$ cat src/hdl/lfu_pkg.sv
// shared constants and codes for the lfu cache
package lfu_pkg;
  localparam int KEY_W = 32;
  localparam int VAL_W = 32;
  localparam int CAP_W = 5;
  localparam logic [CAP_W-1:0] CAP_RESET = 5'd16;

  typedef enum logic {
    CMD_GET = 1'b0,
    CMD_PUT = 1'b1
  } cmd_t;
endpackage

$ cat src/hdl/lfu_if.sv
// valid/ready channel interfaces for requests and results
interface lfu_in_if;
  import lfu_pkg::*;
  logic              valid;
  logic              ready;
  logic              cmd;
  logic [KEY_W-1:0]  key;
  logic signed [VAL_W-1:0] write_value;
  modport source (output valid, cmd, key, write_value, input ready);
  modport sink (input valid, cmd, key, write_value, output ready);
endinterface

interface lfu_out_if;
  import lfu_pkg::*;
  logic              valid;
  logic              ready;
  logic              hit;
  logic signed [VAL_W-1:0] read_value;
  modport source (output valid, hit, read_value, input ready);
  modport sink (input valid, hit, read_value, output ready);
endinterface

$ cat src/hdl/lfu_ram.sv
// generic single-port-write ram with registered read
module lfu_ram #(
  parameter int WIDTH = 8,
  parameter int DEPTH = 16,
  localparam int AW = (DEPTH > 1) ? $clog2(DEPTH) : 1
) (
  input  logic                    clk,
  input  logic                    we,
  input  logic [AW-1:0]           waddr,
  input  logic [WIDTH-1:0]        wdata,
  input  logic [AW-1:0]           raddr,
  output logic [WIDTH-1:0]        rdata
);
  logic [WIDTH-1:0] mem [DEPTH];

  always_ff @(posedge clk) begin
    if (we) begin
      mem[waddr] <= wdata;
    end
    rdata <= mem[raddr];
  end
endmodule

$ cat src/hdl/lfu_cache_with_lru_tiebreak.sv
// top level of the lfu cache with lru tie-break
// a get answers from the decision step after its scan pass, once the output register is free
// the next beat is taken only back in idle: after the scan pass for a get miss or an ignored put (plus result stalls),
// after a further rank pass for a hit or a resident put, and after the insert step as well for an insert
// one request at a time, set by the single ram read port: one scan pass, then at most one rank pass
// reset (sync, rst_n low) clears valid bits, resident count, capacity to 16
module lfu_cache_with_lru_tiebreak import lfu_pkg::*; #(
  parameter int ENTRIES    = 16,
  parameter int COUNT_BITS = 16
) (
  input  logic             clk,
  input  logic             rst_n,
  lfu_in_if.sink           in_ch,
  lfu_out_if.source        out_ch,
  input  logic             cfg_we,
  input  logic [CAP_W-1:0] cfg_wdata
);
  localparam int IW  = (ENTRIES > 1) ? $clog2(ENTRIES) : 1;
  localparam int RW  = IW;                     // recency rank width
  localparam int RCW = $clog2(ENTRIES + 1);    // resident count width

  typedef struct packed {
    logic [KEY_W-1:0]      key;
    logic [VAL_W-1:0]      data;
    logic [COUNT_BITS-1:0] cnt;
    logic [RW-1:0]         rank;
  } ent_t;

  localparam int EW = $bits(ent_t);

  typedef enum logic [2:0] {
    ST_IDLE, ST_SCAN, ST_DECIDE, ST_PASS, ST_INS
  } state_t;

  state_t              state_r;
  logic [IW:0]         cnt_r;        // read issue counter
  logic                rd_pend_r;    // ram data valid this cycle
  logic [IW-1:0]       rd_idx_r;
  logic [CAP_W-1:0]    cap_r;
  logic [RCW-1:0]      resident_r;
  logic [ENTRIES-1:0]  valid_r;

  // request held for the whole sequence
  logic                cmd_r;
  logic [KEY_W-1:0]    key_r;
  logic [VAL_W-1:0]    wval_r;

  // scan results
  logic                hit_r;
  logic [IW-1:0]       hidx_r;
  logic [RW-1:0]       hrank_r;
  logic [VAL_W-1:0]    hdata_r;
  logic                vfound_r;
  logic [IW-1:0]       vidx_r;
  logic [COUNT_BITS-1:0] vcnt_r;
  logic [RW-1:0]       vrank_r;
  logic                ffound_r;
  logic [IW-1:0]       fidx_r;

  // rank pass mode
  logic                ins_mode_r;   // 1: insert pass, 0: touch pass
  logic                evicted_r;
  logic [IW-1:0]       islot_r;

  logic                out_valid_r;
  logic                out_hit_r;
  logic [VAL_W-1:0]    out_val_r;

  // ram ports
  logic                ram_we;
  logic [IW-1:0]       ram_waddr;
  ent_t                ram_wdata;
  ent_t                ram_rdata;
  logic [EW-1:0]       ram_rbits;

  lfu_ram #(.WIDTH(EW), .DEPTH(ENTRIES)) u_ram (
    .clk   (clk),
    .we    (ram_we),
    .waddr (ram_waddr),
    .wdata (ram_wdata),
    .raddr (cnt_r[IW-1:0]),
    .rdata (ram_rbits)
  );
  assign ram_rdata = ent_t'(ram_rbits);

  // effective capacity and occupancy checks
  logic        cap_zero;
  logic        full;
  logic [31:0] cap_eff;
  assign cap_zero = (cap_r == '0);
  assign cap_eff  = (32'(cap_r) > 32'(ENTRIES)) ? 32'(ENTRIES) : 32'(cap_r);
  assign full     = (32'(resident_r) >= cap_eff);

  logic issue_done;
  assign issue_done = (cnt_r == (IW+1)'(ENTRIES));

  logic rd_ev;     // entry under the read pointer is resident
  assign rd_ev = valid_r[rd_idx_r];

  logic out_free;
  assign out_free = !out_valid_r || out_ch.ready;

  // a get result is loaded into the output register this cycle
  logic out_load;
  assign out_load = (state_r == ST_DECIDE) && (cmd_r == CMD_GET) && out_free;

  // miss decision for a put
  logic          do_evict;
  logic [IW-1:0] ins_slot;
  logic          ins_ok;
  always_comb begin
    do_evict = full && vfound_r;
    ins_ok   = do_evict || ffound_r;
    if (do_evict && (!ffound_r || vidx_r < fidx_r)) begin
      ins_slot = vidx_r;
    end else begin
      ins_slot = fidx_r;
    end
  end

  // write-back data for the rank pass and the final insert
  always_comb begin
    ram_we    = 1'b0;
    ram_waddr = rd_idx_r;
    ram_wdata = ram_rdata;
    case (state_r)
      ST_PASS: begin
        ram_we = rd_pend_r && rd_ev;
        if (ins_mode_r) begin
          if (evicted_r && ram_rdata.rank > vrank_r) begin
            ram_wdata.rank = ram_rdata.rank;       // minus one, plus one
          end else begin
            ram_wdata.rank = ram_rdata.rank + 1'b1;
          end
        end else if (rd_idx_r == hidx_r) begin
          ram_wdata.rank = '0;
          if (ram_rdata.cnt != '1) begin
            ram_wdata.cnt = ram_rdata.cnt + 1'b1;
          end
          if (cmd_r == CMD_PUT) begin
            ram_wdata.data = wval_r;
          end
        end else if (ram_rdata.rank < hrank_r) begin
          ram_wdata.rank = ram_rdata.rank + 1'b1;
        end
      end
      ST_INS: begin
        ram_we         = 1'b1;
        ram_waddr      = islot_r;
        ram_wdata.key  = key_r;
        ram_wdata.data = wval_r;
        ram_wdata.cnt  = COUNT_BITS'(1);
        ram_wdata.rank = '0;
      end
      default: begin
        ram_we = 1'b0;
      end
    endcase
  end

  always_ff @(posedge clk) begin
    if (!rst_n) begin
      state_r     <= ST_IDLE;
      cnt_r       <= '0;
      rd_pend_r   <= 1'b0;
      cap_r       <= CAP_RESET;
      resident_r  <= '0;
      valid_r     <= '0;
      out_valid_r <= 1'b0;
    end else begin
      if (cfg_we) begin
        cap_r <= cfg_wdata;
      end
      if (out_valid_r && out_ch.ready && !out_load) begin
        out_valid_r <= 1'b0;
      end
      rd_idx_r  <= cnt_r[IW-1:0];

      case (state_r)
        ST_IDLE: begin
          cnt_r     <= '0;
          rd_pend_r <= 1'b0;
          if (in_ch.valid) begin
            cmd_r    <= in_ch.cmd;
            key_r    <= in_ch.key;
            wval_r   <= in_ch.write_value;
            hit_r    <= 1'b0;
            vfound_r <= 1'b0;
            ffound_r <= 1'b0;
            state_r  <= ST_SCAN;
          end
        end
        ST_SCAN: begin
          rd_pend_r <= !issue_done;
          if (!issue_done) begin
            cnt_r <= cnt_r + 1'b1;
          end
          if (rd_pend_r) begin
            if (rd_ev && !hit_r && ram_rdata.key == key_r) begin
              hit_r   <= 1'b1;
              hidx_r  <= rd_idx_r;
              hrank_r <= ram_rdata.rank;
              hdata_r <= ram_rdata.data;
            end
            if (rd_ev && (!vfound_r || ram_rdata.cnt < vcnt_r ||
                (ram_rdata.cnt == vcnt_r && ram_rdata.rank > vrank_r))) begin
              vfound_r <= 1'b1;
              vidx_r   <= rd_idx_r;
              vcnt_r   <= ram_rdata.cnt;
              vrank_r  <= ram_rdata.rank;
            end
            if (!rd_ev && !ffound_r) begin
              ffound_r <= 1'b1;
              fidx_r   <= rd_idx_r;
            end
          end else if (issue_done) begin
            state_r <= ST_DECIDE;
          end
        end
        ST_DECIDE: begin
          cnt_r      <= '0;
          rd_pend_r  <= 1'b0;
          ins_mode_r <= 1'b0;
          evicted_r  <= 1'b0;
          if (cmd_r == CMD_GET) begin
            if (out_free) begin
              out_valid_r <= 1'b1;
              out_hit_r   <= hit_r;
              out_val_r   <= hit_r ? hdata_r : '0;
              state_r     <= hit_r ? ST_PASS : ST_IDLE;
            end
          end else if (cap_zero) begin
            state_r <= ST_IDLE;
          end else if (hit_r) begin
            state_r <= ST_PASS;
          end else begin
            // eviction drops the victim's valid bit before the rank pass
            if (do_evict) begin
              valid_r[vidx_r] <= 1'b0;
              resident_r      <= resident_r - 1'b1;
            end
            evicted_r  <= do_evict;
            ins_mode_r <= 1'b1;
            islot_r    <= ins_slot;
            state_r    <= ins_ok ? ST_PASS : ST_IDLE;
          end
        end
        ST_PASS: begin
          rd_pend_r <= !issue_done;
          if (!issue_done) begin
            cnt_r <= cnt_r + 1'b1;
          end else if (!rd_pend_r) begin
            state_r <= ins_mode_r ? ST_INS : ST_IDLE;
          end
        end
        ST_INS: begin
          rd_pend_r        <= 1'b0;
          valid_r[islot_r] <= 1'b1;
          resident_r       <= resident_r + 1'b1;
          state_r          <= ST_IDLE;
        end
        default: begin
          rd_pend_r <= 1'b0;
          state_r   <= ST_IDLE;
        end
      endcase
    end
  end

  assign in_ch.ready       = (state_r == ST_IDLE);
  assign out_ch.valid      = out_valid_r;
  assign out_ch.hit        = out_hit_r;
  assign out_ch.read_value = out_val_r;

  // resident count tracks the valid bits exactly
  a_resident_match: assert property (@(posedge clk) disable iff (!rst_n)
    $countones(valid_r) == 32'(resident_r))
    else $error("resident count out of step with valid bits");

  // a get leaving the decision step always has its result registered
  a_get_result: assert property (@(posedge clk) disable iff (!rst_n)
    (state_r == ST_DECIDE && cmd_r == CMD_GET && out_free) |=> out_valid_r)
    else $error("get finished without a result");

  // an insert writes a slot that is not resident
  a_ins_free: assert property (@(posedge clk) disable iff (!rst_n)
    (state_r == ST_INS) |-> !valid_r[islot_r])
    else $error("insert into a resident slot");
endmodule
$ cat src/flat_wrapper.sv
// flat-port wrapper written by rule: the top's interface ports become plain ports
module lfu_cache_with_lru_tiebreak_flat import lfu_pkg::*;
#(
  parameter int ENTRIES    = 16,
  parameter int COUNT_BITS = 16
)
  (clk, rst_n, cfg_we, cfg_wdata, in_ch_valid, in_ch_cmd, in_ch_key, in_ch_write_value, in_ch_ready, out_ch_valid, out_ch_hit, out_ch_read_value, out_ch_ready);
  lfu_in_if in_ch_i ();
  lfu_out_if out_ch_i ();
  input  logic clk;
  input  logic rst_n;
  input  logic cfg_we;
  input  logic [CAP_W-1:0] cfg_wdata;
  input wire logic [$bits(in_ch_i.valid)-1:0] in_ch_valid;
  input wire logic [$bits(in_ch_i.cmd)-1:0] in_ch_cmd;
  input wire logic [$bits(in_ch_i.key)-1:0] in_ch_key;
  input wire logic [$bits(in_ch_i.write_value)-1:0] in_ch_write_value;
  output wire logic [$bits(in_ch_i.ready)-1:0] in_ch_ready;
  output wire logic [$bits(out_ch_i.valid)-1:0] out_ch_valid;
  output wire logic [$bits(out_ch_i.hit)-1:0] out_ch_hit;
  output wire logic [$bits(out_ch_i.read_value)-1:0] out_ch_read_value;
  input wire logic [$bits(out_ch_i.ready)-1:0] out_ch_ready;
  assign in_ch_i.valid = in_ch_valid;
  assign in_ch_i.cmd = in_ch_cmd;
  assign in_ch_i.key = in_ch_key;
  assign in_ch_i.write_value = in_ch_write_value;
  assign in_ch_ready = in_ch_i.ready;
  assign out_ch_valid = out_ch_i.valid;
  assign out_ch_hit = out_ch_i.hit;
  assign out_ch_read_value = out_ch_i.read_value;
  assign out_ch_i.ready = out_ch_ready;
  lfu_cache_with_lru_tiebreak #(.ENTRIES(ENTRIES), .COUNT_BITS(COUNT_BITS)) u_core (.clk(clk), .rst_n(rst_n), .in_ch(in_ch_i), .out_ch(out_ch_i), .cfg_we(cfg_we), .cfg_wdata(cfg_wdata));
endmodule
$ cat config.mk
export PLATFORM = sky130hd
export DESIGN_NAME = lfu_cache_with_lru_tiebreak_flat
export DESIGN_NICKNAME = d
export VERILOG_FILES = /design/src/hdl/lfu_pkg.sv /design/src/hdl/lfu_if.sv /design/src/hdl/lfu_ram.sv /design/src/hdl/lfu_cache_with_lru_tiebreak.sv /design/src/flat_wrapper.sv
export SDC_FILE = /design/constraint.sdc
export NUM_CORES = 2
export LEC_CHECK = 0
export BUFFER_PORTS_ARGS = -buffer_cell sky130_fd_sc_hd__buf_2
export CORE_MARGIN = 2
export CORE_UTILIZATION = 37
export DETAILED_ROUTE_END_ITERATION = 8
export PLACE_DENSITY = 0.51
export SYNTH_ARGS = -nofsm -noshare
export SYNTH_HDL_FRONTEND = slang
export SYNTH_HIERARCHICAL = 1
export SYNTH_SLANG_ARGS = --single-unit
$ cat constraint.sdc
create_clock -name clk -period 23.5 [get_ports clk]
set_input_delay 4.7 -clock clk [delete_from_list [all_inputs] [get_ports clk]]
set_output_delay 4.7 -clock clk [all_outputs]
set_load 0.01 [all_outputs]
==> key figures <==
Status
  – Status: finished, final reports clean

Timing
  – Clk_skew: between 0.02 and 0.025 ns
  – Pins Over Slew Limit: 0
  – Setup_tns: 0 ns
  – Setup violators final: 0
  – RSZ-0062 raised after global routing: false
  – Slew headroom: ~14%
  – Final Hold Viols: 0
  – Peak Freq: around 150 MHz
  – Hold Slack: between 0.4 and 0.5 ns
  – Part of the cycle the worst path needs: ~28%
  – Worst-margin pin slew: approximately 1.2 ns
  – Tmin final: 6.54 ns

Global routing
  – Gr ovfl total: 0
  – Antenna violations before repair: 1
  – First-pass GRT wire length: 219000 um
  – Largest net degree at the start of global routing: roughly 140
  – Total GRT Usage: roughly 17%
  – Vias in the first global route: 31659

Die
  – Core area: between 150000 and 200000 sq um
  – Die Width: 415 um
  – Cell row count: 150
  – I/O pins: between 100 and 150
  – Die area: roughly 170000 sq um
  – Die Height: approximately 410 um
  – Initial Util: a little under two fifths

Detailed routing
  – Pre-antenna DRT Iters: 5
  – Routed Antenna Nets: 0
  – Residual DRC: 0
  – Vias after detailed routing: around 30000
  – Starting DRT DRC Count: 2746
  – Final wirelength: 150000 um
  – Wirelength per Cell: 26.8 um
  – Vias per std cell: 5.39

Synth
  – Cells after synthesis: 3023
  – Seq/Total Area, Yosys: about 77%
  – Post-Syn Area: about 62000 sq um
  – Ys Warns: 6
  – Synth unique cells: 75
  – Synthesized area per cell: 20.6 sq um
  – Synth area leader: edfxtp_1
  – Post-synth EDFFs: approximately 1500
  – FF+latch count, synth: 1643
  – Syn_nets: between 3000 and 4000
  – Top cells by count, synth: edfxtp_1 (1523), mux4_2 (340), nand2_1 (230)
  – Most frequent cell after synthesis: edfxtp_1
  – Async set or reset register ratio after synthesis: 0%
  – Largest cells by area after synthesis: edfxtp_1 (73%), mux4_2 (12%), dfxtp_1 (3.9%)
  – Synth Flop Type: edfxtp_1
  – Post-synth top area share: 73.3%

CTS
  – TritonCTS clock tree: yes
  – Clock sink count: approximately 1600
  – Clock slew at reported path FFs: roughly 0.060 ns
  – Total CTS buffers: between 150 and 200
  – Bufs on Longest Clock Path: 3
  – CTS-repair resized insts: 0
  – Post-CTS setup buffer count: 0
  – Clock Latency Late Sink: around 0.79 ns
  – Root buffer selected by CTS: clkbuf_16
  – Hold-fix buffers, CTS: 0
  – H-Tree Depth: 4

Placed design
  – Final HPWL DP: 75300 um
  – I/O Buffers: 109
  – Cells after DPL: between 5000 and 6000
  – Routability cong.: between 0.7 and 0.8

Setup path
  – Worst r2r src: u_core/cnt_r[0]$_SDFFE_PN0P_
  – WS Path Type: register to output port
  – Critical Path Start Type: register
  – Worst Setup SP: u_core/state_r[0]$_SDFFE_PN0P_
  – Worst EP required: approximately 19 ns
  – Worst Path Arrival: around 1.8 ns
  – Crit-path max FO: 10
  – Critical Path Sink Type: output port

Power
  – PD cells: ~100 nW/um^2
  – VDD IR max: 52.6 uV
  – Leakage: 22.6 nW

Hold path
  – Hold Startpoint: u_core/u_ram/rdata[29]$_DFF_P_
  – Hold WC Path Type: register to register

Final layout
  – FILL cells: 14224
  – Flip-flop and latch area: between 40000 and 50000 sq um
  – # diodes: 0
  – Area Growth Syn to Fin: 14.2%
  – Fin util: between 40% and 50%
  – Layout cell share with drive strength beyond 1: ~25%
  – Net count reported at finish: roughly 3400
  – Final std cells w/o fill: between 5000 and 6000
  – Area of the multi-input gates: 13600 sq um

Run
  – Total of max-cap violations: 0
cell usage in the layout (no fill, tap or decap), types with 13 or more instances in the layout:
master     instances
xor2_1            28
nor2_1            35
clkbuf_1          40
nand3_1           21
clkinv_1          28
buf_2            109
o21ai_0           29
nand2_1          230
buf_4             73
nor2b_1           16
clkinv_2          21
nor2_4            14
dfxtp_1          118
clkbuf_16        170
a22oi_2           40
and2_1            40
edfxtp_1        1523
a22oi_1          128
inv_1             44
mux2_1            32
clkbuf_8          19
mux4_2           340
ha_1              38
mux2i_1           13
a21oi_1           28
layer usage:
layer	part of all wire (%)	global-route usage [%]	wire length [um]	up-vias
li1	-	-	-	12846
met1	43	23.6	64900	16260
met2	50	29.5	75000	777
met3	4.4	2.54	6620	225
met4	2.3	4.86	3430	0
met5	0	0	0	-
final timing paths:
| check | endpoint | depth (start not counted) | slack, ns |
|---|---|---|---|
| max | in_ch_ready | 2 | 16.96 |
| min | u_core/hdata_r[9]$_DFFE_PP_ | 0 | 0.41 |
| max reg2reg | u_core/u_ram/rdata[51]$_DFF_P_ | 7 | 18.05 |
| min reg2reg | u_core/hdata_r[9]$_DFFE_PP_ | 0 | 0.41 |
registers in the layout, indices dropped and copies added, names as in the netlist, 3 cells and up:
| name | flops |
|---|---|
| u_core/cap_r | 5 |
| u_core/cnt_r | 5 |
| u_core/fidx_r | 4 |
| u_core/hdata_r | 32 |
| u_core/hidx_r | 4 |
| u_core/hrank_r | 4 |
| u_core/islot_r | 4 |
| u_core/key_r | 32 |
| u_core/out_ch.read_value | 32 |
| u_core/rd_idx_r | 4 |
| u_core/resident_r | 5 |
| u_core/state_r | 3 |
| u_core/u_ram/mem | 1344 |
| u_core/u_ram/rdata | 84 |
| u_core/valid_r | 16 |
| u_core/vcnt_r | 16 |
| u_core/vidx_r | 4 |
| u_core/vrank_r | 4 |
| u_core/wval_r | 32 |
kinds of logic after synthesis:
| group | after synthesis | synth area share, % |
|---|---|---|
| flops | 1643 | 77.2 |
| simple gates | 440 | 3.35 |
| mux | 389 | 13.1 |
| compound gates | 289 | 3.61 |
| buf+inv | 183 | 1.34 |
| xor+xnor | 40 | 0.574 |
| fa+ha+maj | 39 | 0.795 |
power breakdown:
part	leakage [nW]	switching, mW	internal (mW)
registers	14.7	0.0913	3.47
logic	5.19	0.494	0.382
clock network	2.66	1.10	1.51
critical path, stage by stage (launching register included):
cell and delay [ns]:
dfxtp_1 0.40, nor3_1 0.40, buf_2 0.25
metrics by stage:
step           setup WS [ns]  instance area [sq um]  total power [mW]
5_1_grt                16.80                  71200              7.33
3_3_place_gp           16.47                  65800              4.48
4_1_cts                16.89                  71200              7.14
2_1_floorplan          14.96                  62400              4.27
6_report               16.96                  71200              7.05
3_5_place_dp           16.43                  65800              4.52
cell type report:
| class | count | share of cell area (%) |
|---|---|---|
| clock buffers | 229 | 6.55 |
| multi-input cells | 1197 | 19.0 |
| repair buffers | 184 | 1.59 |
| inverters | 46 | 0.242 |
| flip-flops and latches | 1643 | 67.6 |
| well taps | 2204 | 3.87 |
| clock inverters | 84 | 1.14 |
Note: power is estimated with default switching activity, not from simulation.
